==> src/hw/rtl/bbnr_pkg.sv <==
// ----------------------------------------------------------------------------
// bbnr_pkg
// Shared types and constants of the 3x3 box blur with noise residual.
// ----------------------------------------------------------------------------
package bbnr_pkg;

   localparam int DEF_MAX_WIDTH   = 2048;
   localparam int DEF_MAX_HEIGHT  = 4096;

   localparam int PIX_BITS        = 8;
   localparam int SUM_BITS        = 12;   // nine 8-bit pixels
   localparam int WIDTH_REG_BITS  = 12;
   localparam int HEIGHT_REG_BITS = 13;
   localparam int MIN_DIM         = 3;
   localparam int WIDTH_RESET     = 512;
   localparam int HEIGHT_RESET    = 512;

   localparam int CSR_ADDR_BITS   = 3;
   localparam int CSR_DATA_BITS   = 32;

   // floor(sum / 9) == (sum * MEAN_RECIP) >> RECIP_SHIFT for sum <= 2295
   localparam int RECIP_BITS      = 13;
   localparam int RECIP_SHIFT     = 16;
   localparam logic [RECIP_BITS-1:0] MEAN_RECIP = 13'd7282;
   localparam int PROD_BITS       = SUM_BITS + RECIP_BITS;

   localparam logic signed [PIX_BITS:0] RESID_LIMIT  = 9'sd127;
   localparam logic [PIX_BITS-1:0]      RESID_OFFSET = 8'd128;

   typedef enum logic {
      KIND_PIXEL = 1'b0,
      KIND_FLUSH = 1'b1
   } kind_type;

   typedef enum logic {
      REG_IMAGE_WIDTH  = 1'b0,
      REG_IMAGE_HEIGHT = 1'b1
   } reg_idx_type;

   // Item held between the counter stage and the window stage
   typedef struct packed {
      logic                final_item;  // frame end, emits held pixel
      logic                drain;       // past the last row, no buffer write
      logic                emit;        // position gives a result
      logic                interior;    // full 3x3 neighborhood available
      logic [PIX_BITS-1:0] pixel;
   } slot_ctl_type;

   // Window stage result handed to the output stage
   typedef struct packed {
      logic [SUM_BITS-1:0] sum;
      logic [PIX_BITS-1:0] orig;
      logic                interior;
      logic                last;
   } win_res_type;

endpackage

==> src/hw/rtl/bbnr_out.sv <==
// ----------------------------------------------------------------------------
// bbnr_out
// Mean by reciprocal multiply, noise residual and the result register.
// ----------------------------------------------------------------------------
module bbnr_out import bbnr_pkg::*; (
   input  logic                  clock,
   input  logic                  reset,
   input  logic                  b_valid,
   input  win_res_type           b_res,
   output logic                  out_ready,
   output logic                  rsp_tvalid,
   input  logic                  rsp_tready,
   output logic [2*PIX_BITS-1:0] rsp_tdata,
   output logic                  rsp_tlast
);

   logic                  valid_ff, valid_in;
   logic [2*PIX_BITS-1:0] data_ff;
   logic                  last_ff;

   logic [PROD_BITS-1:0]  prod;
   logic [PIX_BITS-1:0]   mean, blur, noise;
   logic signed [PIX_BITS:0] diff;

   assign out_ready = ~valid_ff | rsp_tready;

   assign prod = PROD_BITS'(b_res.sum) * PROD_BITS'(MEAN_RECIP);
   assign mean = prod[RECIP_SHIFT +: PIX_BITS];
   assign blur = b_res.interior ? mean : b_res.orig;
   assign diff = $signed({1'b0, blur}) - $signed({1'b0, b_res.orig});

   always_comb begin
      if (diff < RESID_LIMIT) noise = diff[PIX_BITS-1:0] + RESID_OFFSET;
      else                    noise = diff[PIX_BITS-1:0];
   end

   always_comb begin
      valid_in = valid_ff;
      if (out_ready) valid_in = b_valid;
   end

   always_ff @(posedge clock) begin
      if (reset) valid_ff <= 1'b0;
      else       valid_ff <= valid_in;
   end

   always_ff @(posedge clock) begin
      if (b_valid && out_ready) begin
         data_ff <= {noise, blur};
         last_ff <= b_res.last;
      end
   end

   assign rsp_tvalid = valid_ff;
   assign rsp_tdata  = data_ff;
   assign rsp_tlast  = last_ff;

endmodule

==> config.mk <==
export PLATFORM = sky130hd
export DESIGN_NAME = bbnr_out
export DESIGN_NICKNAME = d
export VERILOG_FILES = /design/src/hw/rtl/bbnr_pkg.sv /design/src/hw/rtl/bbnr_out.sv
export SDC_FILE = /design/constraint.sdc
export NUM_CORES = 1
export LEC_CHECK = 0
export ABC_AREA = 1
export BUFFER_PORTS_ARGS = -buffer_cell sky130_fd_sc_hd__buf_4
export CORE_MARGIN = 5
export CORE_UTILIZATION = 28
export DETAILED_ROUTE_END_ITERATION = 7
export SYNTH_ARGS = -nofsm -noshare
export SYNTH_HDL_FRONTEND = slang
export SYNTH_SLANG_ARGS = --single-unit
==> constraint.sdc <==
create_clock -name clock -period 12.1 [get_ports clock]
set_input_delay 2.42 -clock clock [delete_from_list [all_inputs] [get_ports clock]]
set_output_delay 2.42 -clock clock [all_outputs]
set_load 0.05 [all_outputs]
After elaboration in Yosys (flattened, before gate mapping)
Index checks and enable logic that the tools add are counted.
W data, S select, Z words.

word-level totals
  register bits after elaboration = 18
  output and inout bits = 19
  word-level logic and storage cells = 12

cells by class
  add/sub/neg operators = 2
  multipliers = 1
  $lt $le $gt $ge = 1
  mux-type cells = 2
  bitwise operators = 2
  reductions and logical operators = 1

operators with widths
  kind                      count
  $mul A12 B12 Y23 const B  1
  $mux W8                   2
  $lt A9 B8 Y1 const B      1
  $sub A8 B8 Y9             1
  $add A8 B8 Y8 const B     1
  $logic_and A1 B1 Y1       1
  $not A1 Y1                1
  $or A1 B1 Y1              1

Depth between registers and ports, before layout
  depth after elaboration = 5
  mapped depth = 32
  gate-level depth less buffers = 32

Worst setup path after synthesis
Ideal clock, no wire load.

  path kind = input to register
  start point = input b_res[17] (netlist bit)
  end point = register data_ff[15] (netlist: rsp_tdata[15]), data pin
  library setup time = 0.252 ns
  arrival = 6.976 ns
  required time = 11.848 ns
  setup slack = 4.871 ns
  stages on the path = 27
  path buffers = 0
  path through = inv_1 -> fa_1 -> inv_1 -> ha_1 -> inv_1 -> fa_1 -> fa_1 -> fa_1 -> inv_1 -> ha_1 -> a21o_1 -> a21oi_2 -> nand3_1 -> nand3_1 -> nand2_1 -> ha_1 -> fa_1 -> inv_1 -> nand3_1 -> nand3b_1 -> nand2_1 -> inv_2 -> nand2_1 -> nor2_1 -> nand4_1 -> nand2_1 -> nand2_1

on the way
  word-level cells in the longest chain between the ends = 5
  elaborated cells between the ends (all ways) = 6

ends and longest elaborated chain
  item                                                  line            RTL
  from (decl)                                           bbnr_out.sv:9   input win_res_type b_res,
  $mul A12 B12 Y23 *                                    bbnr_out.sv:27  assign prod = PROD_BITS'(b_res.sum) * PROD_BITS'(MEAN_RECIP);
  $mux W8 *                                             bbnr_out.sv:29  assign blur = b_res.interior ? mean : b_res.orig;
  $sub A8 B8 Y9 *                                       bbnr_out.sv:30  assign diff = $signed({1'b0, blur}) - $signed({1'b0, b_res.orig});
  via diff[4]                                           bbnr_out.sv:23  logic signed [PIX_BITS:0] diff;
  $add A8 B8 Y8 / $lt A9 B8 Y1 (equally long branches)  bbnr_out.sv:33  if (diff < RESID_LIMIT) noise = diff[PIX_BITS-1:0] + RESID_OFFSET;
  $mux W8 *                                             bbnr_out.sv:33
  via noise[7]                                          bbnr_out.sv:22  logic [PIX_BITS-1:0] mean, blur, noise;
  to (signal assigned)                                  bbnr_out.sv:49  data_ff <= {noise, blur};
  to (decl)                                             bbnr_out.sv:18  logic [2*PIX_BITS-1:0] data_ff;

The timed path passes the listed nets; every way through them passes the cells marked *.
A chain may end at the register's enable or synchronous reset.

Worst setup path after layout
  start point = input b_res[17] (netlist bit)
  end point = register data_ff[15] (netlist: rsp_tdata[15]), data pin

on the way
  word-level cells in the longest chain between the ends = 5
  elaborated cells between the ends (all ways) = 6

ends and longest elaborated chain
  item                                                  line
  $mul A12 B12 Y23 *                                    bbnr_out.sv:27
  $mux W8 *                                             bbnr_out.sv:29
  $sub A8 B8 Y9 *                                       bbnr_out.sv:30
  $add A8 B8 Y8 / $lt A9 B8 Y1 (equally long branches)  bbnr_out.sv:33
  $mux W8 *                                             bbnr_out.sv:33
  via noise[7]                                          bbnr_out.sv:22

Marked as above.

==> results.json <==
{
  "syn2layout_area_growth_pct": 17.6,
  "clock_latency_ps": 250,
  "synth-seq-cells": 18,
  "critPathMaxFanout": 4,
  "yosysUniqueCellTypes": 32,
  "grt_max_degree": 18,
  "rsz0062_at_grt": "no",
  "hold_viol": 0,
  "timing.rr.start": "rsp_tvalid",
  "dpl.hpwl_um": 6880,
  "finalWirelength_um": 7540,
  "fin_crit_ps": 7490,
  "finClkSkew_ps": 1.60,
  "fin_ws_ps": 4610,
  "vias": 2788,
  "cts_num_sinks": 18,
  "dieArea_sq_mm": 0.0144,
  "track_usage_pct": 11.0,
  "synth_fp_nets": 546,
  "ir_worst_vdd_mv": 0.0798,
  "antenna_found_initial": 0,
  "setup_viol": 0,
  "io_pins": 45,
  "grt.overflow.total": 0,
  "die_x_um": 120,
  "ctsResizeCount": 0,
  "place_congestion": 0.908,
  "period_share_pct": 61.9,
  "cts_buffers": 3,
  "grt_pass1_wl_um": 13100,
  "outcome": "complete, no violations",
  "max-cap-violations": 0,
  "setup_tns_ps": 0,
  "start_kind": "primary input",
  "viasPerCell": 4.56,
  "tightest_slew_ps": 313,
  "dp_cells": 607,
  "cts_buffer_depth": 2,
  "post_drt_wl_per_cell_um": 12.3,
  "die_y_um": 120,
  "synthesis.instances": 416,
  "cts_setup_buffers": 0,
  "worstPathArrival_ps": 7500,
  "cts_root_buffer": "clkbuf_16",
  "clkTransAtPathRegs_ps": 50,
  "drt-initial-drc-count": 103,
  "power.leakage_uw": 0.00222,
  "avgSynthCellArea_sq_um": 8.14,
  "cts_tree": "yes",
  "slew_headroom_pct": 79.1,
  "drive_above_1_share_pct": 12.7,
  "ys_seq_area_share_pct": 15.7,
  "first_pass_iters": 4,
  "maxSlewViolCount": 0,
  "async_reset_ff_share_pct": 0,
  "cts_hold_buf": 0,
  "powerDensity_mw_per_mm2": 263,
  "ys_warn_count": 0,
  "end_kind": "register",
  "num_rows": 40,
  "synthFlopType": "edfxtp_1",
  "startpoint": "b_res[17]",
  "fmax_mhz": 134,
  "worstHoldPathType": "register to register",
  "final_nets": 595,
  "antenna_cells": 0,
  "h-tree-depth": 1,
  "syn_area_sq_mm": 0.00338,
  "numPortBuffers": 44,
  "hold_start": "rsp_tvalid",
  "ant_nets": 0,
  "core_sq_mm": 0.0119,
  "post-place-ws_ps": 4360,
  "synth_edf_count": 17,
  "crit_required_ps": 12110,
  "hold_ws_ps": 500,
  "final_cell_count_no_fill": 611,
  "drc": 0,
  "crit_type": "primary input to register",
  "start_util_pct": 28.4,
  "first_global_vias": 2969
}
-- kinds of logic (layout without fill, tap and decap cells) --
kind of cell | after synthesis | after routing | synth area share (%)
simple gates | 158 | 158 | 20.8
fa+ha+maj | 104 | 104 | 45.3
buf+inv | 95 | 143 | 10.6
compound gates | 34 | 34 | 5.84
flops | 18 | 18 | 15.7
xor+xnor | 7 | 7 | 1.81
-- worst paths after layout --
| kind | to | slack (ps) | depth (start not counted) |
|---|---|---|---|
| setup / recovery | rsp_tdata[15] | 4610 | 26 |
| hold / removal | rsp_tvalid | 500 | 2 |
| setup reg to reg | rsp_tlast | 11070 | 2 |
| hold reg to reg | rsp_tvalid | 500 | 2 |
-- flip-flops by register name (all words and copies together) (netlist names) --
signal,count
rsp_tlast,1
rsp_tdata,16
rsp_tvalid,1
-- placed cells by master, fill, tap and decap left out, types with 2 or more instances in the layout --
cell type / n
nand4_1: 7
xnor2_1: 2
nand2_1: 90
nor2_1: 17
a21o_1: 3
a21oi_1: 20
nand3b_1: 4
o21ai_0: 2
fa_1: 31
o21a_1: 2
nor3_1: 3
nand2_2: 3
edfxtp_1: 17
o21bai_1: 2
xor2_1: 5
clkbuf_16: 3
ha_1: 73
buf_4: 45
a21oi_2: 2
inv_1: 92
o21ai_1: 2
nand3_1: 26
nor3_2: 2
-- metrics by stage --
step           total power [uW]  cell area (sq um)  utilization (%)
2_1_floorplan               776               3380                -
3_3_place_gp                965               3900             32.8
3_5_place_dp                983               3900             32.8
4_1_cts                    1060               3980             33.4
5_1_grt                    1180               3980             33.4
6_report                   1050               3980             33.4
-- power by group --
part	switching [uW]	internal, uW
combinational	558	307
clock	22.0	44.8
sequential	6.97	110
-- worst max-delay path, stage by stage --
cell and delay, ps:
buf_4 110, inv_1 60, fa_1 540, inv_1 40, ha_1 300, inv_1 70
fa_1 560, fa_1 440, fa_1 540, inv_1 40, ha_1 310, a21o_1 190
a21oi_2 210, nand3_1 100, nand3_1 100, nand2_1 60, ha_1 210, fa_1 430
inv_1 100, nand3_1 100, nand2_1 110, nand4_1 100, o211ai_1 130, nand4_1 110
nand2_1 70, nand2_1 40
-- layer usage --
metal  GRT usage [%]  wire length [um]  vias to the layer above
li1                -                 -                     1428
met1            13.5              3410                     1270
met2            20.3              3590                       77
met3            1.37               401                       13
met4            2.65               142                        0
met5               0                 0                        -
-- Yosys cell counts (3+ instances only) --
| library cell | count | area, sq um |
|---|---|---|
| nand3b_1 | 4 | 30.0 |
| nand2_1 | 90 | 338 |
| fa_1 | 31 | 621 |
| ha_1 | 73 | 913 |
| edfxtp_1 | 17 | 510 |
| nand2_2 | 3 | 18.8 |
| a21o_1 | 3 | 22.5 |
| a21oi_1 | 20 | 100 |
| xor2_1 | 5 | 43.8 |
| nand4_1 | 7 | 43.8 |
| inv_1 | 92 | 345 |
| nand3_1 | 26 | 130 |
| nor3_1 | 3 | 15.0 |
| nor2_1 | 17 | 63.8 |
-- area by class of cell --
| type | count | area [sq um] |
|---|---|---|
| multi-input cells | 303 | 2500 |
| fillers | 1255 | 7930 |
| flip-flops and latches | 18 | 531 |
| inverters | 94 | 353 |
| repair buffers | 45 | 338 |
| clock buffers | 4 | 78.8 |
| well taps | 147 | 184 |
(Power assumes the default switching activity.)
