===== src/hw/rtl/bbnr_pkg.sv =====
// ----------------------------------------------------------------------------
// bbnr_pkg
// Shared types and constants of the 3x3 box blur with noise residual.
// ----------------------------------------------------------------------------
package bbnr_pkg;

   localparam int DEF_MAX_WIDTH   = 2048;
   localparam int DEF_MAX_HEIGHT  = 4096;

   localparam int PIX_BITS        = 8;
   localparam int SUM_BITS        = 12;   // nine 8-bit pixels
   localparam int WIDTH_REG_BITS  = 12;
   localparam int HEIGHT_REG_BITS = 13;
   localparam int MIN_DIM         = 3;
   localparam int WIDTH_RESET     = 512;
   localparam int HEIGHT_RESET    = 512;

   localparam int CSR_ADDR_BITS   = 3;
   localparam int CSR_DATA_BITS   = 32;

   // floor(sum / 9) == (sum * MEAN_RECIP) >> RECIP_SHIFT for sum <= 2295
   localparam int RECIP_BITS      = 13;
   localparam int RECIP_SHIFT     = 16;
   localparam logic [RECIP_BITS-1:0] MEAN_RECIP = 13'd7282;
   localparam int PROD_BITS       = SUM_BITS + RECIP_BITS;

   localparam logic signed [PIX_BITS:0] RESID_LIMIT  = 9'sd127;
   localparam logic [PIX_BITS-1:0]      RESID_OFFSET = 8'd128;

   typedef enum logic {
      KIND_PIXEL = 1'b0,
      KIND_FLUSH = 1'b1
   } kind_type;

   typedef enum logic {
      REG_IMAGE_WIDTH  = 1'b0,
      REG_IMAGE_HEIGHT = 1'b1
   } reg_idx_type;

   // Item held between the counter stage and the window stage
   typedef struct packed {
      logic                final_item;  // frame end, emits held pixel
      logic                drain;       // past the last row, no buffer write
      logic                emit;        // position gives a result
      logic                interior;    // full 3x3 neighborhood available
      logic [PIX_BITS-1:0] pixel;
   } slot_ctl_type;

   // Window stage result handed to the output stage
   typedef struct packed {
      logic [SUM_BITS-1:0] sum;
      logic [PIX_BITS-1:0] orig;
      logic                interior;
      logic                last;
   } win_res_type;

endpackage


===== src/hw/rtl/bbnr_window.sv =====
// ----------------------------------------------------------------------------
// bbnr_window
// 3x3 window shift, line buffer write-back and window sum.
// ----------------------------------------------------------------------------
module bbnr_window import bbnr_pkg::*; #(
   parameter int MAX_WIDTH = DEF_MAX_WIDTH,
   localparam int CB = $clog2(MAX_WIDTH)
) (
   input  logic                  clock,
   input  logic                  reset,
   input  logic                  a_adv,
   input  slot_ctl_type          a_ctl,
   input  logic [CB-1:0]         a_col,
   input  logic [2*PIX_BITS-1:0] rd_data,
   output logic                  wr_en,
   output logic [CB-1:0]         wr_addr,
   output logic [2*PIX_BITS-1:0] wr_data,
   input  logic                  out_ready,
   output logic                  b_free,
   output logic                  b_valid,
   output win_res_type           b_res
);

   // rows top to bottom, columns oldest to newest
   logic [PIX_BITS-1:0] win_ff [9];
   logic [PIX_BITS-1:0] win_in [9];
   logic                b_valid_ff, b_valid_in;
   win_res_type         b_res_ff, b_res_in;

   logic [PIX_BITS-1:0] up2, up1;
   logic [SUM_BITS-1:0] sum;

   assign up2 = rd_data[2*PIX_BITS-1:PIX_BITS];
   assign up1 = rd_data[PIX_BITS-1:0];

   assign b_free = ~b_valid_ff | out_ready;

   assign wr_en   = a_adv & ~a_ctl.final_item & ~a_ctl.drain;
   assign wr_addr = a_col;
   assign wr_data = {up1, a_ctl.pixel};

   always_comb begin
      for (int r = 0; r < 3; r++) begin
         win_in[r*3 + 0] = win_ff[r*3 + 1];
         win_in[r*3 + 1] = win_ff[r*3 + 2];
      end
      win_in[2] = up2;
      win_in[5] = up1;
      win_in[8] = a_ctl.pixel;
   end

   always_comb begin
      sum = '0;
      for (int k = 0; k < 9; k++) sum = sum + SUM_BITS'(win_in[k]);
   end

   always_comb begin
      b_valid_in = b_valid_ff;
      b_res_in   = b_res_ff;
      if (b_valid_ff && out_ready) b_valid_in = 1'b0;
      if (a_adv && (a_ctl.emit || a_ctl.final_item)) begin
         b_valid_in        = 1'b1;
         b_res_in.sum      = sum;
         // the pixel under the window center is the held middle-row pixel
         b_res_in.orig     = win_ff[5];
         b_res_in.interior = a_ctl.interior & ~a_ctl.final_item;
         b_res_in.last     = a_ctl.final_item;
      end
   end

   always_ff @(posedge clock) begin
      if (reset) begin
         for (int k = 0; k < 9; k++) win_ff[k] <= '0;
         b_valid_ff <= 1'b0;
      end else begin
         if (a_adv && !a_ctl.final_item) begin
            for (int k = 0; k < 9; k++) win_ff[k] <= win_in[k];
         end
         b_valid_ff <= b_valid_in;
      end
   end

   always_ff @(posedge clock) begin
      b_res_ff <= b_res_in;
   end

   assign b_valid = b_valid_ff;
   assign b_res   = b_res_ff;

endmodule


===== config.mk =====
export PLATFORM = sky130hd
export DESIGN_NAME = bbnr_window
export DESIGN_NICKNAME = d
export VERILOG_FILES = /design/src/hw/rtl/bbnr_pkg.sv /design/src/hw/rtl/bbnr_window.sv
export SDC_FILE = /design/constraint.sdc
export NUM_CORES = 1
export LEC_CHECK = 0
export CORE_MARGIN = 2
export CORE_UTILIZATION = 40
export CTS_BUF_LIST = sky130_fd_sc_hd__clkbuf_4 sky130_fd_sc_hd__clkbuf_8 sky130_fd_sc_hd__clkbuf_16
export DETAILED_ROUTE_END_ITERATION = 12
export DONT_BUFFER_PORTS = 1
export PLACE_DENSITY_LB_ADDON = 0.25
export SLEW_MARGIN = 40
export SYNTH_ARGS = -nofsm -noshare
export SYNTH_HDL_FRONTEND = slang
export SYNTH_SLANG_ARGS = --single-unit

===== constraint.sdc =====
create_clock -name clock -period 9 [get_ports clock]
set_input_delay 2.25 -clock clock [delete_from_list [all_inputs] [get_ports clock]]
set_output_delay 2.25 -clock clock [all_outputs]
set_load 0.03 [all_outputs]

== Word-level counts from Yosys, hierarchy flattened ==
Memories as Yosys holds them, arrays and structs flattened.
Index checks and enable logic that the tools add are counted.
W data, S select, Z words.

* Register bits: 23
* Memory bits (writable): 72
* Output and inout bits: 52
* Memories: 1
* Input bits: 43
* Logic and storage cells: 52

{| class="wikitable"
|+ Memories
! name !! words !! width !! rd ports !! clocked after Yosys merged registers in !! write ports !! line !! source
|-
| win_ff || 9 || 8 || 6 || 0 || 9 || bbnr_window.sv:25 || <nowiki>logic [PIX_BITS-1:0] win_ff [9];</nowiki>
|}

* Bitwise logic cells: 16
* Reductions and logical operators: 6
* Multiplexer cells: 16
* $add $sub $neg: 8

{| class="wikitable"
|+ Operator list
! cell !! number
|-
| $mux W8 || 9
|-
| $add A12 B8 Y12 || 4
|-
| $add A11 B8 Y12 || 1
|-
| $add A10 B8 Y11 || 1
|-
| $add A9 B8 Y10 || 1
|-
| $or A1 B1 Y1 || 10
|-
| $add A8 B8 Y9 || 1
|-
| $mux W1 || 7
|-
| $and A1 B1 Y1 || 3
|-
| $logic_and A1 B1 Y1 || 3
|-
| $not A1 Y1 || 3
|-
| $reduce_bool A2 Y1 || 1
|-
| $logic_not A1 Y1 || 1
|-
| $logic_or A1 B1 Y1 || 1
|}

== Logic depth before layout (Yosys ltp) ==
* Depth after elaboration: 8
* Depth in mapped cells: 16

== Worst setup path after synthesis ==
No wires, ideal clock.

* Kind: input to register
* From: in a_ctl[2] (netlist name)
* To: reg b_res_ff (netlist bit b_res[20]) (data pin)
* Setup slack: 3.069 ns
* Arrival time: 5.674 ns
* Data required time: 8.742 ns
* Buffers on the path: 0
* Stages: 16
* Cells stage by stage: inv_1 fa_1 inv_1 fa_1 fa_1 inv_1 fa_1 inv_1 ha_1 inv_1 fa_1 nor2b_4 o21bai_4 a21boi_2 o41a_1 xor2_1

* Cells in the longest elaborated chain, start to end: 1

{| class="wikitable"
|+ RTL lines
! element !! line !! source
|-
| from (decl) || bbnr_window.sv:12 || <nowiki>input slot_ctl_type a_ctl,</nowiki>
|-
| $add A12 B8 Y12 || bbnr_window.sv:54 || <nowiki>for (int k = 0; k < 9; k++) sum = sum + SUM_BITS'(win_in[k]);</nowiki>
|-
| named net sum[10] || bbnr_window.sv:31 || <nowiki>logic [SUM_BITS-1:0] sum;</nowiki>
|-
| to (signal assigned) || bbnr_window.sv:84 || <nowiki>b_res_ff <= b_res_in;</nowiki>
|-
| to (decl) || bbnr_window.sv:28 || <nowiki>win_res_type b_res_ff, b_res_in;</nowiki>
|}

The timed path passes the listed nets, and every way through them passes these cells.
A chain may end at the register's enable or synchronous reset.

== Final worst setup path ==
Ends and elaborated chain as after synthesis.

==> flow_metrics.py <==
metrics = {
    "yosys": {
        "synthArstFlopShare_pct": 0,
        "synth_compound_area_share_pct": 2.764,
        "synthMuxAreaShare_pct": 0,
        "synth_cell_type_count": 32,
        "synth_cells": 335,
        "synthAdderAreaFrac_pct": 28.03,
        "synth_flop_cell": "edfxtp_1",
        "synth_fp_nets": 445,
        "avgSynthCellArea_um2": 13.24,
        "synth_warnings": 0,
        "synthSimpleGateAreaFrac_pct": 8.178,
        "synth_edf_count": 70,
        "synth_xor_area_share_pct": 1.382,
        "synth_top_family_by_area": "adder cells",
        "yosys_register_bits": 71,
        "syn_area_um2": 4437,
        "seq_area_frac_synth_pct": 47.83,
    },
    "detailed_routing": {
        "drc_errors": 0,
        "wl_per_cell_um": 15.06,
        "viasPerCell": 4.646,
        "vias": 2137,
        "drt_wl_total_um": 6926,
        "drt-pass1-iter-count": 4,
        "drt_iter0_drc": 81,
        "postRouteAntennaNets": 0,
    },
    "timing": {
        "max_freq_ghz": 0.1732,
        "period_minus_slack_ns": 5.775,
        "setup_viol": 0,
        "final-hold-violation-count": 0,
        "skew_ns": 0.008609,
        "drv_slew": 0,
        "setup_tns_ns": 0,
        "rsz0062_at_grt": "no",
        "period_share_pct": 64.16,
        "max-slew-margin-rel_pct": 61.91,
        "tightest_slew_ns": 0.5705,
    },
    "layout": {
        "nets": 425,
        "layout_common_cells": "inv_1, edfxtp_1, fa_1, and2_1, nor3_1",
        "syn_to_final_growth_pct": 3.130,
        "drive_gt1_share_pct": 8.750,
        "diodes": 0,
        "fill_cells": 1037,
        "layout_commonest_cell": "inv_1",
        "final_cells": 460,
    },
    "hold_path": {
        "hold_class": "reg -> reg",
    },
    "outcome": {
        "status": "finished, final reports clean",
    },
    "clock_tree": {
        "cts_root_buf": "clkbuf_8",
        "cts_buffers": 9,
        "cts.sink_count": 71,
        "cts_setup_buffers": 0,
        "clk_pin_slew_ns": 0.08,
        "cts_hold_buf": 0,
        "cts_resized": 0,
        "cts_buffer_depth": 2,
        "cts_tree": "yes",
        "clock_latency_ns": 0.34,
        "htreeDepth": 3,
    },
    "global_routing": {
        "grt_pass1_wl_um": 11370,
        "antenna_found_initial": 0,
        "grt_pass1_vias": 2315,
        "grt_max_degree": 31,
        "grt_overflow_total": 0,
        "track_usage_pct": 12.92,
    },
    "die": {
        "num_io_pins": 95,
        "core_um2": 10840,
        "initial_core_util_pct": 40.93,
        "rows": 38,
        "dieHeight_um": 109.3,
        "die_area_um2": 11950,
        "die_width_um": 109.3,
    },
    "critical_path": {
        "end_kind": "register",
        "critPathRequiredTime_ns": 9.09,
        "critPathLaunchType": "input port",
        "crit_slowest_cell": "fa_1",
        "crit_arrival_ns": 5.87,
        "path_cells": "inv_1 -> fa_1 -> inv_1 -> fa_1 -> fa_1 -> inv_1 -> fa_1 -> inv_1 -> ha_1 -> inv_1 -> fa_1 -> nor2b_4 -> o21bai_4 -> a21boi_2 -> o41a_1 -> xor2_1",
        "path_class": "in -> reg",
        "critPathMaxStageDelay_ns": 0.57,
        "cp_max_fo": 2,
    },
    "placed_design": {
        "gp_congestion": 0.7975,
        "port_buffers": 0,
        "dp_hpwl_um": 5153,
        "place_inst": 444,
    },
    "power_and_ir_drop": {
        "pwr_density_cell_nw_per_um2": 328.9,
        "p_leak_nw": 1.956,
        "ir_worst_vdd_mv": 0.1541,
    },
    "job": {
        "max_cap_violations": 0,
    },
}
-- sequential cells by signal, indices dropped and copies added, names as in the netlist --
| signal | flops |
|---|---|
| b_valid | 1 |
| b_res | 22 |
| win_ff | 48 |
-- critical path, delay by kind of cell --
kind	cells	cell delay, ns
AO/OA/AOI/OAI	3	0.51
XOR/XNOR	1	0.14
adder cells (fa/ha/maj)	6	2.61
buffers and inverters	5	0.29
AND/OR/NAND/NOR	1	0.07
-- routing by layer --
layer  routed length (um)  global-route usage (%)
met5                    0                       0
met4                   72                   3.526
met3                  319                   5.276
met2                 3495                   20.94
met1                 3038                   16.04
-- cells by family after synthesis --
group | count (synthesis)
xor+xnor | 7
compound gates | 14
fa+ha+maj | 67
flops | 71
simple gates | 64
buf+inv | 112
-- per-stage QoR --
stage	power, mW	utilization (%)	setup slack [ns]	instance area (um2)	hold slack [ns]
after detailed placement	1.306	40.65	2.890	4407	0.5001
after global routing	1.656	42.21	3.085	4576	0.5492
after CTS	1.538	42.21	3.243	4576	0.5269
final	1.505	42.21	3.225	4576	0.5191
after floorplan	1.181	-	3.069	4437	0.4782
after global placement	1.293	40.60	2.924	4402	0.4997
-- worst paths after layout --
path | slack (ns) | from | depth (start not counted) | end
worst max-delay path | 3.23 | a_ctl[2] | 16 | b_res[20]$_DFFE_PP_
worst min-delay path | 0.52 | win_ff[5][7]$_SDFFCE_PN0P_ | 0 | b_res[9]$_DFFE_PP_
worst max register to register | 4.83 | win_ff[2][2]$_SDFFCE_PN0P_ | 14 | b_res[20]$_DFFE_PP_
worst min register to register | 0.52 | win_ff[5][7]$_SDFFCE_PN0P_ | 0 | b_res[9]$_DFFE_PP_
-- layout make-up --
type | instances | area, um2 | area share (%)
Tap cell | 140 | 175.2 | 3.828
Sequential cell | 71 | 2122 | 46.38
Clock inverter | 4 | 22.52 | 0.4922
Inverter | 79 | 296.5 | 6.481
Timing Repair Buffer | 2 | 15.01 | 0.3281
Multi-Input combinational cell | 152 | 1798 | 39.29
Clock buffer | 12 | 146.4 | 3.199
-- report_power, final --
part | internal (mW) | switching [mW]
Sequential | 0.464 | 0.0813
Combinational | 0.334 | 0.398
Clock | 0.108 | 0.119
-- cells in the mapped netlist (2+ instances only) --
cell type,n,area (um2)
inv_1,79,296.5
edfxtp_1,70,2102
fa_1,54,1081
and2_1,27,168.9
buf_4,27,202.7
nor3_1,22,110.1
ha_1,13,162.7
nor2_1,5,18.77
xnor2_1,5,43.79
clkbuf_1,4,15.01
nand2b_1,3,18.77
a21o_1,2,15.01
a21oi_2,2,17.52
buf_2,2,10.01
nand2_1,2,7.510
xor2_1,2,17.52
(Power assumes the default switching activity.)
