==> src/hw/rtl/bbnr_pkg.sv <==
// ----------------------------------------------------------------------------
// bbnr_pkg
// Shared types and constants of the 3x3 box blur with noise residual.
// ----------------------------------------------------------------------------
package bbnr_pkg;

   localparam int DEF_MAX_WIDTH   = 2048;
   localparam int DEF_MAX_HEIGHT  = 4096;

   localparam int PIX_BITS        = 8;
   localparam int SUM_BITS        = 12;   // nine 8-bit pixels
   localparam int WIDTH_REG_BITS  = 12;
   localparam int HEIGHT_REG_BITS = 13;
   localparam int MIN_DIM         = 3;
   localparam int WIDTH_RESET     = 512;
   localparam int HEIGHT_RESET    = 512;

   localparam int CSR_ADDR_BITS   = 3;
   localparam int CSR_DATA_BITS   = 32;

   // floor(sum / 9) == (sum * MEAN_RECIP) >> RECIP_SHIFT for sum <= 2295
   localparam int RECIP_BITS      = 13;
   localparam int RECIP_SHIFT     = 16;
   localparam logic [RECIP_BITS-1:0] MEAN_RECIP = 13'd7282;
   localparam int PROD_BITS       = SUM_BITS + RECIP_BITS;

   localparam logic signed [PIX_BITS:0] RESID_LIMIT  = 9'sd127;
   localparam logic [PIX_BITS-1:0]      RESID_OFFSET = 8'd128;

   typedef enum logic {
      KIND_PIXEL = 1'b0,
      KIND_FLUSH = 1'b1
   } kind_type;

   typedef enum logic {
      REG_IMAGE_WIDTH  = 1'b0,
      REG_IMAGE_HEIGHT = 1'b1
   } reg_idx_type;

   // Item held between the counter stage and the window stage
   typedef struct packed {
      logic                final_item;  // frame end, emits held pixel
      logic                drain;       // past the last row, no buffer write
      logic                emit;        // position gives a result
      logic                interior;    // full 3x3 neighborhood available
      logic [PIX_BITS-1:0] pixel;
   } slot_ctl_type;

   // Window stage result handed to the output stage
   typedef struct packed {
      logic [SUM_BITS-1:0] sum;
      logic [PIX_BITS-1:0] orig;
      logic                interior;
      logic                last;
   } win_res_type;

endpackage

==> src/hw/rtl/bbnr_ctrl.sv <==
// ----------------------------------------------------------------------------
// bbnr_ctrl
// Raster position counters, per-item decisions and the first pipeline slot.
// ----------------------------------------------------------------------------
module bbnr_ctrl import bbnr_pkg::*; #(
   parameter int MAX_WIDTH  = DEF_MAX_WIDTH,
   parameter int MAX_HEIGHT = DEF_MAX_HEIGHT,
   localparam int CB = $clog2(MAX_WIDTH),
   localparam int WB = $clog2(MAX_WIDTH + 1),
   localparam int HB = $clog2(MAX_HEIGHT + 1)
) (
   input  logic                clock,
   input  logic                reset,
   input  logic [WB-1:0]       img_width,
   input  logic [HB-1:0]       img_height,
   input  logic                req_tvalid,
   output logic                req_tready,
   input  logic [PIX_BITS-1:0] req_tdata,
   input  logic                req_tuser,
   input  logic                b_free,
   output logic                a_adv,
   output slot_ctl_type        a_ctl,
   output logic [CB-1:0]       a_col,
   output logic                rd_en,
   output logic [CB-1:0]       rd_addr
);

   localparam int RB = $clog2(MAX_HEIGHT + 2);
   localparam int RC = RB + 1;

   logic [CB-1:0] col_ff, col_in;
   logic [RB-1:0] row_ff, row_in;
   logic          a_valid_ff, a_valid_in;
   slot_ctl_type  a_ctl_ff, a_ctl_in;
   logic [CB-1:0] a_col_ff, a_col_in;

   logic          accept, flush, drain, frame_end, ignore, load;
   logic [WB-1:0] col_inc;
   logic [RC-1:0] row_ext, h_ext;

   assign req_tready = ~a_valid_ff | b_free;
   assign accept     = req_tvalid & req_tready;
   assign a_adv      = a_valid_ff & b_free;

   assign col_inc   = WB'(col_ff) + WB'(1);
   assign row_ext   = RC'(row_ff);
   assign h_ext     = RC'(img_height);
   assign flush     = (req_tuser == KIND_FLUSH);
   assign drain     = row_ext >= h_ext;
   assign frame_end = row_ext > h_ext;
   // flush before the whole frame is in does nothing
   assign ignore    = flush & ~drain;
   assign load      = accept & ~ignore;

   assign rd_en   = load & ~frame_end;
   assign rd_addr = col_ff;

   always_comb begin
      col_in     = col_ff;
      row_in     = row_ff;
      a_valid_in = a_valid_ff;
      a_ctl_in   = a_ctl_ff;
      a_col_in   = a_col_ff;

      if (a_adv) a_valid_in = 1'b0;

      if (load) begin
         a_valid_in           = 1'b1;
         a_col_in             = col_ff;
         a_ctl_in.final_item  = frame_end;
         a_ctl_in.drain       = drain;
         a_ctl_in.emit        = ~((row_ff == RB'(0)) ||
                                  ((row_ff == RB'(1)) && (col_ff == CB'(0))));
         a_ctl_in.interior    = (row_ext >= RC'(2)) && (row_ext + RC'(1) <= h_ext) &&
                                (col_ff >= CB'(2)) && (col_inc <= img_width);
         a_ctl_in.pixel       = drain ? '0 : req_tdata;

         if (frame_end) begin
            col_in = '0;
            row_in = '0;
         end else if (col_inc >= img_width) begin
            col_in = '0;
            row_in = row_ff + RB'(1);
         end else begin
            col_in = CB'(col_inc);
         end
      end
   end

   always_ff @(posedge clock) begin
      if (reset) begin
         col_ff     <= '0;
         row_ff     <= '0;
         a_valid_ff <= 1'b0;
      end else begin
         col_ff     <= col_in;
         row_ff     <= row_in;
         a_valid_ff <= a_valid_in;
      end
   end

   always_ff @(posedge clock) begin
      a_ctl_ff <= a_ctl_in;
      a_col_ff <= a_col_in;
   end

   assign a_ctl = a_ctl_ff;
   assign a_col = a_col_ff;

endmodule

==> config.mk <==
export PLATFORM = sky130hd
export DESIGN_NAME = bbnr_ctrl
export DESIGN_NICKNAME = d
export VERILOG_FILES = /design/src/hw/rtl/bbnr_pkg.sv /design/src/hw/rtl/bbnr_ctrl.sv
export SDC_FILE = /design/constraint.sdc
export NUM_CORES = 1
export LEC_CHECK = 0
export CAP_MARGIN = 5
export CORE_ASPECT_RATIO = 0.9
export CORE_MARGIN = 1.5
export CORE_UTILIZATION = 45
export CTS_CLUSTER_SIZE = 12
export DETAILED_ROUTE_END_ITERATION = 12
export DONT_BUFFER_PORTS = 1
export PLACE_DENSITY_LB_ADDON = 0.08
export SLEW_MARGIN = 30
export SYNTH_ARGS = -nofsm -noshare
export SYNTH_HDL_FRONTEND = slang
export SYNTH_SLANG_ARGS = --single-unit
export TNS_END_PERCENT = 30
==> constraint.sdc <==
create_clock -name clock -period 4.3 [get_ports clock]
set_input_delay 0.86 -clock clock [delete_from_list [all_inputs] [get_ports clock]]
set_output_delay 0.86 -clock clock [all_outputs]
set_load 0.005 [all_outputs]
Word level (Yosys, flattened, before mapping)
Index checks and enable logic that the tools add are counted.
W data, S select, Z words.
Cells by class
  add/subtract/negate cells: 3
  magnitude comparators: 7
  equality and inequality tests: 1
  mux-type cells: 6
  bitwise operators: 11
  reduce and logical (&&, ||, !) cells: 10
Operators with widths (number)
  $mux W13: 2
  $mux W11: 2
  $add A13 B1 Y14 const B: 1
  $le A14 B13 Y1: 1
  $add A13 B1 Y13 const B: 1
  $eq A13 B1 Y1 const B: 1
  $ge A13 B13 Y1: 1
  $ge A13 B2 Y1 const B: 1
  $gt A13 B13 Y1: 1
  $logic_not A13 Y1: 1
  $add A11 B1 Y12 const B: 1
  $ge A12 B12 Y1: 1
  $le A12 B12 Y1: 1
  $ge A11 B2 Y1 const B: 1
  $logic_not A11 Y1: 1
  $and A1 B1 Y1: 5
  $not A1 Y1: 5
  $logic_and A1 B1 Y1: 4
  $reduce_bool A2 Y1: 2
  $mux W1: 2
  $reduce_and A2 Y1: 1
  $logic_or A1 B1 Y1: 1
  $or A1 B1 Y1: 1
Storage, ports and cells
  register bits after elaboration: 48
  input port bits: 38
  output and inout bits: 37
  logic and storage cells: 47

Logic depth before layout (Yosys ltp)
Gate-level depths: netlist of run 1.
  depth in word-level cells: 6
  mapped depth: 13
  depth with buffers taken out: 12

Worst setup path before layout of run 1
OpenSTA, ideal clock, no wires.
  kind: input to register
  from: in img_height[10]
  to: reg a_col_ff[0], in the netlist a_col[0], enable pin
  setup time: 0.411 ns
  data arrival time: 3.111 ns
  data required time: 3.889 ns
  slack: 0.778 ns
  cell stages on the path: 6
  path buffers: 0
  cell sequence: inv_1 > ha_1 > nand4_1 > nor4_2 > nor3_1 > a21oi_1
On the way
  longest elaborated chain between the ends: 5
Ends and longest elaborated chain
  start, declared: line bbnr_ctrl.sv:15  | input logic [HB-1:0] img_height,
  $ge A13 B13 Y1: line bbnr_ctrl.sv:49  | assign drain = row_ext >= h_ext;
  $not A1 Y1: line bbnr_ctrl.sv:52  | assign ignore = flush & ~drain;
  $and A1 B1 Y1: line bbnr_ctrl.sv:52
  $not A1 Y1: line bbnr_ctrl.sv:53  | assign load = accept & ~ignore;
  $and A1 B1 Y1: line bbnr_ctrl.sv:53
  end signal, assigned: line bbnr_ctrl.sv:104  | a_col_ff <= a_col_in;
  end, declared: line bbnr_ctrl.sv:35  | logic [CB-1:0] a_col_ff, a_col_in;
Every way passes these cells.
A chain may end at the register's enable or synchronous reset.

Final worst setup path of run 1
  from: reg col_ff[1], in the netlist rd_addr[1]
  to: reg row_ff[2]
On the way
  longest elaborated chain between the ends: 4
Ends and longest elaborated chain
  start, declared: line bbnr_ctrl.sv:31  | logic [CB-1:0] col_ff, col_in;
  start signal, assigned: line bbnr_ctrl.sv:96  | col_ff <= col_in;
  $add A11 B1 Y12: line bbnr_ctrl.sv:45  | assign col_inc = WB'(col_ff) + WB'(1);
  $ge A12 B12 Y1: line bbnr_ctrl.sv:81  | end else if (col_inc >= img_width) begin
  $reduce_bool A2 Y1 (no line)
  $reduce_and A2 Y1 (no line)
  end signal, assigned: line bbnr_ctrl.sv:97  | row_ff <= row_in;
  end, declared: line bbnr_ctrl.sv:32  | logic [RB-1:0] row_ff, row_in;
Every way passes these cells.

==> results.yml, run 1 <==
logic_synthesis:
  yosys.area_share.simple_pct: 18.5
  seq_area_frac_synth_pct: 36.5
  ys_types: 50
  syn_area_per_cell_um2: 9.69
  synthAdderAreaFrac_pct: 17.6
  synth_top_family_by_area: "simple AND/OR/NAND/NOR gates"
  synth_enable_flop_cells: 23
  synth_top_area_share_pct: 21.1
  synth_top_cell_by_area: "edfxtp_1"
  synth_xor_area_share_pct: 4.29
  synth_flop_cell: "dfxtp_1"
  async_reset_ff_share_pct: 0
  synth_nets: 421
  synthMuxAreaShare_pct: 0.996
  synth_compound_area_share_pct: 16.8
  ys_warn_count: 0
  syn_area_um2: 3270
  synth_seq_cells: 48
  syn_inst: 337
  synth_area_leaders: "edfxtp_1 (21%), ha_1 (18%), dfxtp_1 (15%), inv_1 (4.0%), a22o_1 (3.5%)"
global_routing:
  antenna_found_initial: 0
  grt.total_usage_pct: 19.6
  grt-ovfl-total: 0
  grt_pass1_vias: 2439
  grt_pass1_wl_um: 12000
  grt_max_degree: 17
cts:
  cts.sinks: 48
  cts_tree: "yes"
  clkTransAtPathRegs_ns: 0.09
  ctsResizeCount: 0
  clk_latency_ns: 0.30
  htree_levels: 2
  cts_setup_buffers: 0
  root_buffer: "clkbuf_8"
  postCtsHoldBufs: 0
  cts_buffers: 5
  clock_path_buffers: 2
cells_and_area:
  regArea_um2: 1190
  layout.nets: 423
  multiInputGateArea_um2: 1910
  syn_to_final_growth_pct: 8.12
  drive_above_1_share_pct: 5.88
  fin_util_pct: 50.2
  fill_cells: 661
  diodes: 0
sta:
  fmax_ghz: 0.268
  drv_slew: 0
  rsz0062_at_grt: "false"
  finalSetupTns_ns: 0
  hold_viol: 0
  skew_ns: 0.00705
  tightestPinTransition_ns: 0.656
  post-route-period-util_pct: 86.6
  setup_slack_ns: 0.574
  hold_ws_ns: 0.571
  finalCriticalPeriod_ns: 3.73
  setup_viol: 0
  relSlewSlack_pct: 56.3
placement:
  port_buffers: 0
  place_congestion: 0.814
  dpl_worst_slack_ns: 0.604
  dpl.hpwl_um: 5810
die:
  dieWidth_um: 92.8
  coreArea_um2: 7040
  die_h_um: 83.8
  boundaryPins: 75
  dieArea_um2: 7780
  start_util_pct: 46.4
  rows: 29
setup_path:
  rr_startpoint: "rd_addr[1]"
  cp_max_fo: 13
  arrival_ns: 3.97
  crit_top_cell: "a221o_1"
  cp.required_ns: 4.55
  slowest_stage: "a311oi_4"
  r2r_slack_ns: 0.57
  reg2reg_depth: 10
  r2r_end: "row_ff[2]"
  critPathMaxStageDelay_ns: 0.64
  crit_chain: "inv_1 > nor3_1 > nand3_1 > xnor2_1 > ha_1 > and4_1 > a221o_1 > or2_4 > a311oi_4 > a221o_1"
  path_delay_family: "simple AND/OR/NAND/NOR gates"
  cp-end-kind: "register"
  startpoint_type: "register"
  worst-setup-path-type: "register to register"
  critical_path_buf_inv_count: 1
drt:
  vias: 2467
  detail_route.wirelength_um: 7240
  wl_per_cell_um: 16.7
  drtIter0Drc: 114
  drt_first_pass_iters: 4
  drc: 0
  vias_per_cell: 5.70
  final_antenna_net_count: 0
worst_hold_path:
  hold_end: "a_col[0]"
  hold_path_class: "register to register"
  min-delay-start: "rd_addr[0]"
  hold_path_depth: 0
power_and_ir_drop:
  power_density_nw_per_um2: 286
  ir_drop_v: 0.000161
  power_mw: 1.01
  p_leak_nw: 1.62
run:
  cap_violations: 0
status:
  status: "completed"
==> state kept, by name, indices dropped and copies added, names as in the netlist <==
register / cells
a_col: 11
a_ctl: 12
a_valid_ff: 1
rd_addr: 11
row_ff: 13
==> synth_stat cells, types with 3 or more instances <==
library cell / n
a211oi_1: 3
a21o_1: 10
a21oi_1: 13
a221o_1: 5
a22o_1: 13
and2_1: 10
and3_1: 8
and4_1: 3
clkbuf_1: 5
dfxtp_1: 25
edfxtp_1: 23
ha_1: 46
inv_1: 35
nand2_1: 21
nand2b_1: 7
nand3_1: 17
nand4_1: 9
nor2_1: 16
nor2b_1: 5
nor3_1: 6
nor4_1: 5
o21ai_0: 3
o31ai_1: 3
xnor2_1: 12
xor2_1: 4
==> metal layers <==
metal | GRT usage (%) | routed length (µm) | part of all wire, %
met1 | 28.7 | 3640 | 50
met5 | 0 | 0 | 0
met4 | 4.68 | 91 | 1.3
met2 | 28.1 | 3000 | 41
met3 | 6.01 | 517 | 7.1
==> cells by family (layout without fill, tap and decap cells) <==
family	Yosys count	in the layout
multiplexers	3	3
AND/OR/NAND/NOR	112	112
buffers and inverters	42	45
AO/OA/AOI/OAI	70	70
adder cells (fa/ha/maj)	46	46
flip-flops	48	48
XOR/XNOR	16	16
==> cells in the final DEF, fill, tap and decap left out, types with 2 or more instances in the layout <==
| master | n |
|---|---|
| ha_1 | 46 |
| inv_1 | 35 |
| dfxtp_1 | 25 |
| edfxtp_1 | 23 |
| nand2_1 | 21 |
| nand3_1 | 17 |
| nor2_1 | 16 |
| a22o_1 | 13 |
| a21oi_1 | 12 |
| xnor2_1 | 12 |
| a21o_1 | 10 |
| and2_1 | 10 |
| nand4_1 | 9 |
| and3_1 | 8 |
| nand2b_1 | 7 |
| nor3_1 | 6 |
| nor2b_1 | 5 |
| nor4_1 | 5 |
| a221o_1 | 5 |
| clkbuf_8 | 5 |
| xor2_1 | 4 |
| o21ai_0 | 3 |
| o31ai_1 | 3 |
| and4_1 | 3 |
| a211oi_1 | 3 |
| bufinv_16 | 3 |
| a21oi_2 | 2 |
| o2111ai_1 | 2 |
| o21ai_1 | 2 |
| a2111oi_0 | 2 |
| a41oi_1 | 2 |
==> how the worst max path moves through the flow <==
stage	start	end	slack, ns	cells after the start
after CTS	rd_addr[0]	row_ff[2]	0.57	10
final	rd_addr[1]	row_ff[2]	0.57	10
after detailed placement	rd_addr[0]	row_ff[2]	0.60	10
after floorplan	img_height[10]	a_col[0]	0.78	6
after global routing	rd_addr[1]	row_ff[2]	0.29	11
after global placement	rd_addr[1]	row_ff[6]	0.67	10
==> power breakdown <==
group | internal [mW] | switching [mW]
registers | 0.489 | 0.00748
logic | 0.0257 | 0.0427
clock network | 0.291 | 0.154
==> final cells by class <==
cell class                 count  share of cell area (%)
clock buffer                   5                    1.95
clock inverter                 3                    2.55
inverter                      35                    3.72
multi-input combinational    247                    54.0
sequential                    48                    33.7
tap                           93                    3.29
timing repair buffer           2                   0.779
==> stage by stage <==
| stage | cell area, µm² | instances |
|---|---|---|
| after detailed placement | 3370 | 425 |
| final | 3530 | 433 |
| after CTS | 3530 | 433 |
| after global placement | 3370 | 425 |
| after global routing | 3530 | 433 |
| after floorplan | 3270 | 337 |
Note: power is estimated with default switching activity, not from simulation.
==> run 2, diff against run 1 <==
==> constraint.sdc (replaced) <==
create_clock -name clock -period 3.7 [get_ports clock]
set_input_delay 0.74 -clock clock [delete_from_list [all_inputs] [get_ports clock]]
set_output_delay 0.74 -clock clock [all_outputs]
set_load 0.005 [all_outputs]
==> run 2 against run 1 <==
Net effect: maximum frequency grew 12%; non-clock buffer count grew 8; critical path depth grew 3; final cell count grew 1.8%; worst hold slack lost 0.078 ns; first-iteration DRC count shrank 18%; sequential power grew 16%; clock power shrank 12%; largest power group unchanged; highest routed layer unchanged.
==> results.yml, run 2 (synthesis results as in run 1) <==
setup_path:
  worst-setup-path-type: "register to register"
  startpoint_type: "register"
  cp-end-kind: "register"
  cp_max_fo: 13
  arrival_ns: 3.59
  cp.required_ns: 3.95
cts:
  clock_path_buffers: 2
  clk_latency_ns: 0.30
  root_buffer: "clkbuf_8"
  ctsResizeCount: 0
  htree_levels: 2
  postCtsHoldBufs: 0
  cts_buffers: 5
  cts_setup_buffers: 0
  cts.sinks: 48
  clkTransAtPathRegs_ns: 0.10
  cts_tree: "yes"
die:
  boundaryPins: 75
  rows: 29
  start_util_pct: 46.4
  dieArea_um2: 7780
  die_h_um: 83.8
  dieWidth_um: 92.8
  coreArea_um2: 7040
sta:
  skew_ns: 0.00882
  hold_ws_ns: 0.493
  setup_viol: 0
  hold_viol: 0
  fmax_ghz: 0.299
  finalCriticalPeriod_ns: 3.34
  relSlewSlack_pct: 58.7
  finalSetupTns_ns: 0
  post-route-period-util_pct: 90.3
  tightestPinTransition_ns: 0.614
  drv_slew: 0
  rsz0062_at_grt: "false"
drt:
  drc: 0
  vias: 2514
  drtIter0Drc: 94
  vias_per_cell: 5.70
  final_antenna_net_count: 0
  detail_route.wirelength_um: 7390
  wl_per_cell_um: 16.7
  drt_first_pass_iters: 4
cells_and_area:
  final_common_cell: "ha_1"
  regMostFlops: "row_ff"
  final_cell_mix: "ha_1 (46), inv_1 (35), dfxtp_1 (25), edfxtp_1 (23), nand2_1 (21)"
  regArea_um2: 1190
  drive_above_1_share_pct: 8.05
  largest_register_ffs: 13
  fin_util_pct: 50.4
  layout.nets: 431
  diodes: 0
  fill_cells: 655
  syn_to_final_growth_pct: 8.62
  multiInputGateArea_um2: 1910
power_and_ir_drop:
  power_frac_comb_pct: 7.9
  power_density_nw_per_um2: 296
  p_int_uw: 804
  ir_drop_v: 0.000149
  clkPwrFrac_pct: 37.2
  p_leak_nw: 1.64
  power_frac_seq_pct: 54.9
  switching_share_pct: 23.4
  power_switching_uw: 245
status:
  status: "completed"
placement:
  dpl.hpwl_um: 5890
  place_congestion: 0.821
  port_buffers: 0
global_routing:
  grt_pass1_wl_um: 12100
  antenna_found_initial: 0
  grt-ovfl-total: 0
  grt.total_usage_pct: 19.7
  grt_pass1_vias: 2416
  grt_max_degree: 20
run:
  cap_violations: 0
worst_hold_path:
  hold_path_class: "input pin to register"
-- run 2: cell count changes in the layout (fill, tap and decap cells not counted) --
cell,previous run,this run
inv_6,0,1
clkinvlp_4,0,1
bufinv_16,3,1
buf_4,1,9
-- run 2: per-layer routing --
layer	vias to the layer above	track usage, %	part of all wire (%)
met1	1175	29.2	51
met3	8	6.28	6.9
met5	-	0	0
met4	0	4.82	1.3
li1	1259	-	-
met2	72	27.6	41
-- run 2: metrics by stage --
step	power [mW]	area, µm²	cells	setup slack [ns]
floorplan	0.647	3270	337	0.298
global placement	0.670	3430	433	0.466
detailed placement	0.672	3430	433	0.384
CTS	1.06	3550	441	0.364
global route	1.09	3550	441	0.144
finish	1.05	3550	441	0.360
-- run 2: power by group through the flow --
stage	logic, mW	clock network (mW)	registers [mW]
after floorplan	0.0598	0	0.588
after global placement	0.0817	0	0.588
after detailed placement	0.0834	0	0.589
after CTS	0.0842	0.400	0.577
after global routing	0.0950	0.419	0.578
final	0.0830	0.390	0.576
-- run 2: path summary, 6_finish.rpt --
check	cells after the start	endpoint	slack [ns]	from
worst min-delay path	1	a_valid_ff	0.49	reset
worst max-delay path	13	row_ff[2]	0.36	rd_addr[0]
worst max register to register	13	row_ff[2]	0.36	rd_addr[0]
worst min register to register	0	a_col[0]	0.56	rd_addr[0]
-- run 2: area by class of cell --
cell class                 instances  share of cell area (%)
timing repair buffer              10                    2.47
tap                               93                    3.28
inverter                          35                    3.70
clock inverter                     3                    1.30
clock buffer                       5                    1.94
sequential                        48                    33.6
multi-input combinational        247                    53.7
-- run 2: worst max-delay path, stage by stage, from the launching register on --
cell	delay, ns
dfxtp_1	0.44
ha_1	0.21
and3_1	0.22
and3_1	0.22
nand3_1	0.10
xnor2_1	0.21
ha_1	0.30
a21oi_2	0.15
nand2_1	0.06
a221o_1	0.39
or2_4	0.30
a311oi_4	0.29
buf_4	0.24
a221o_1	0.15
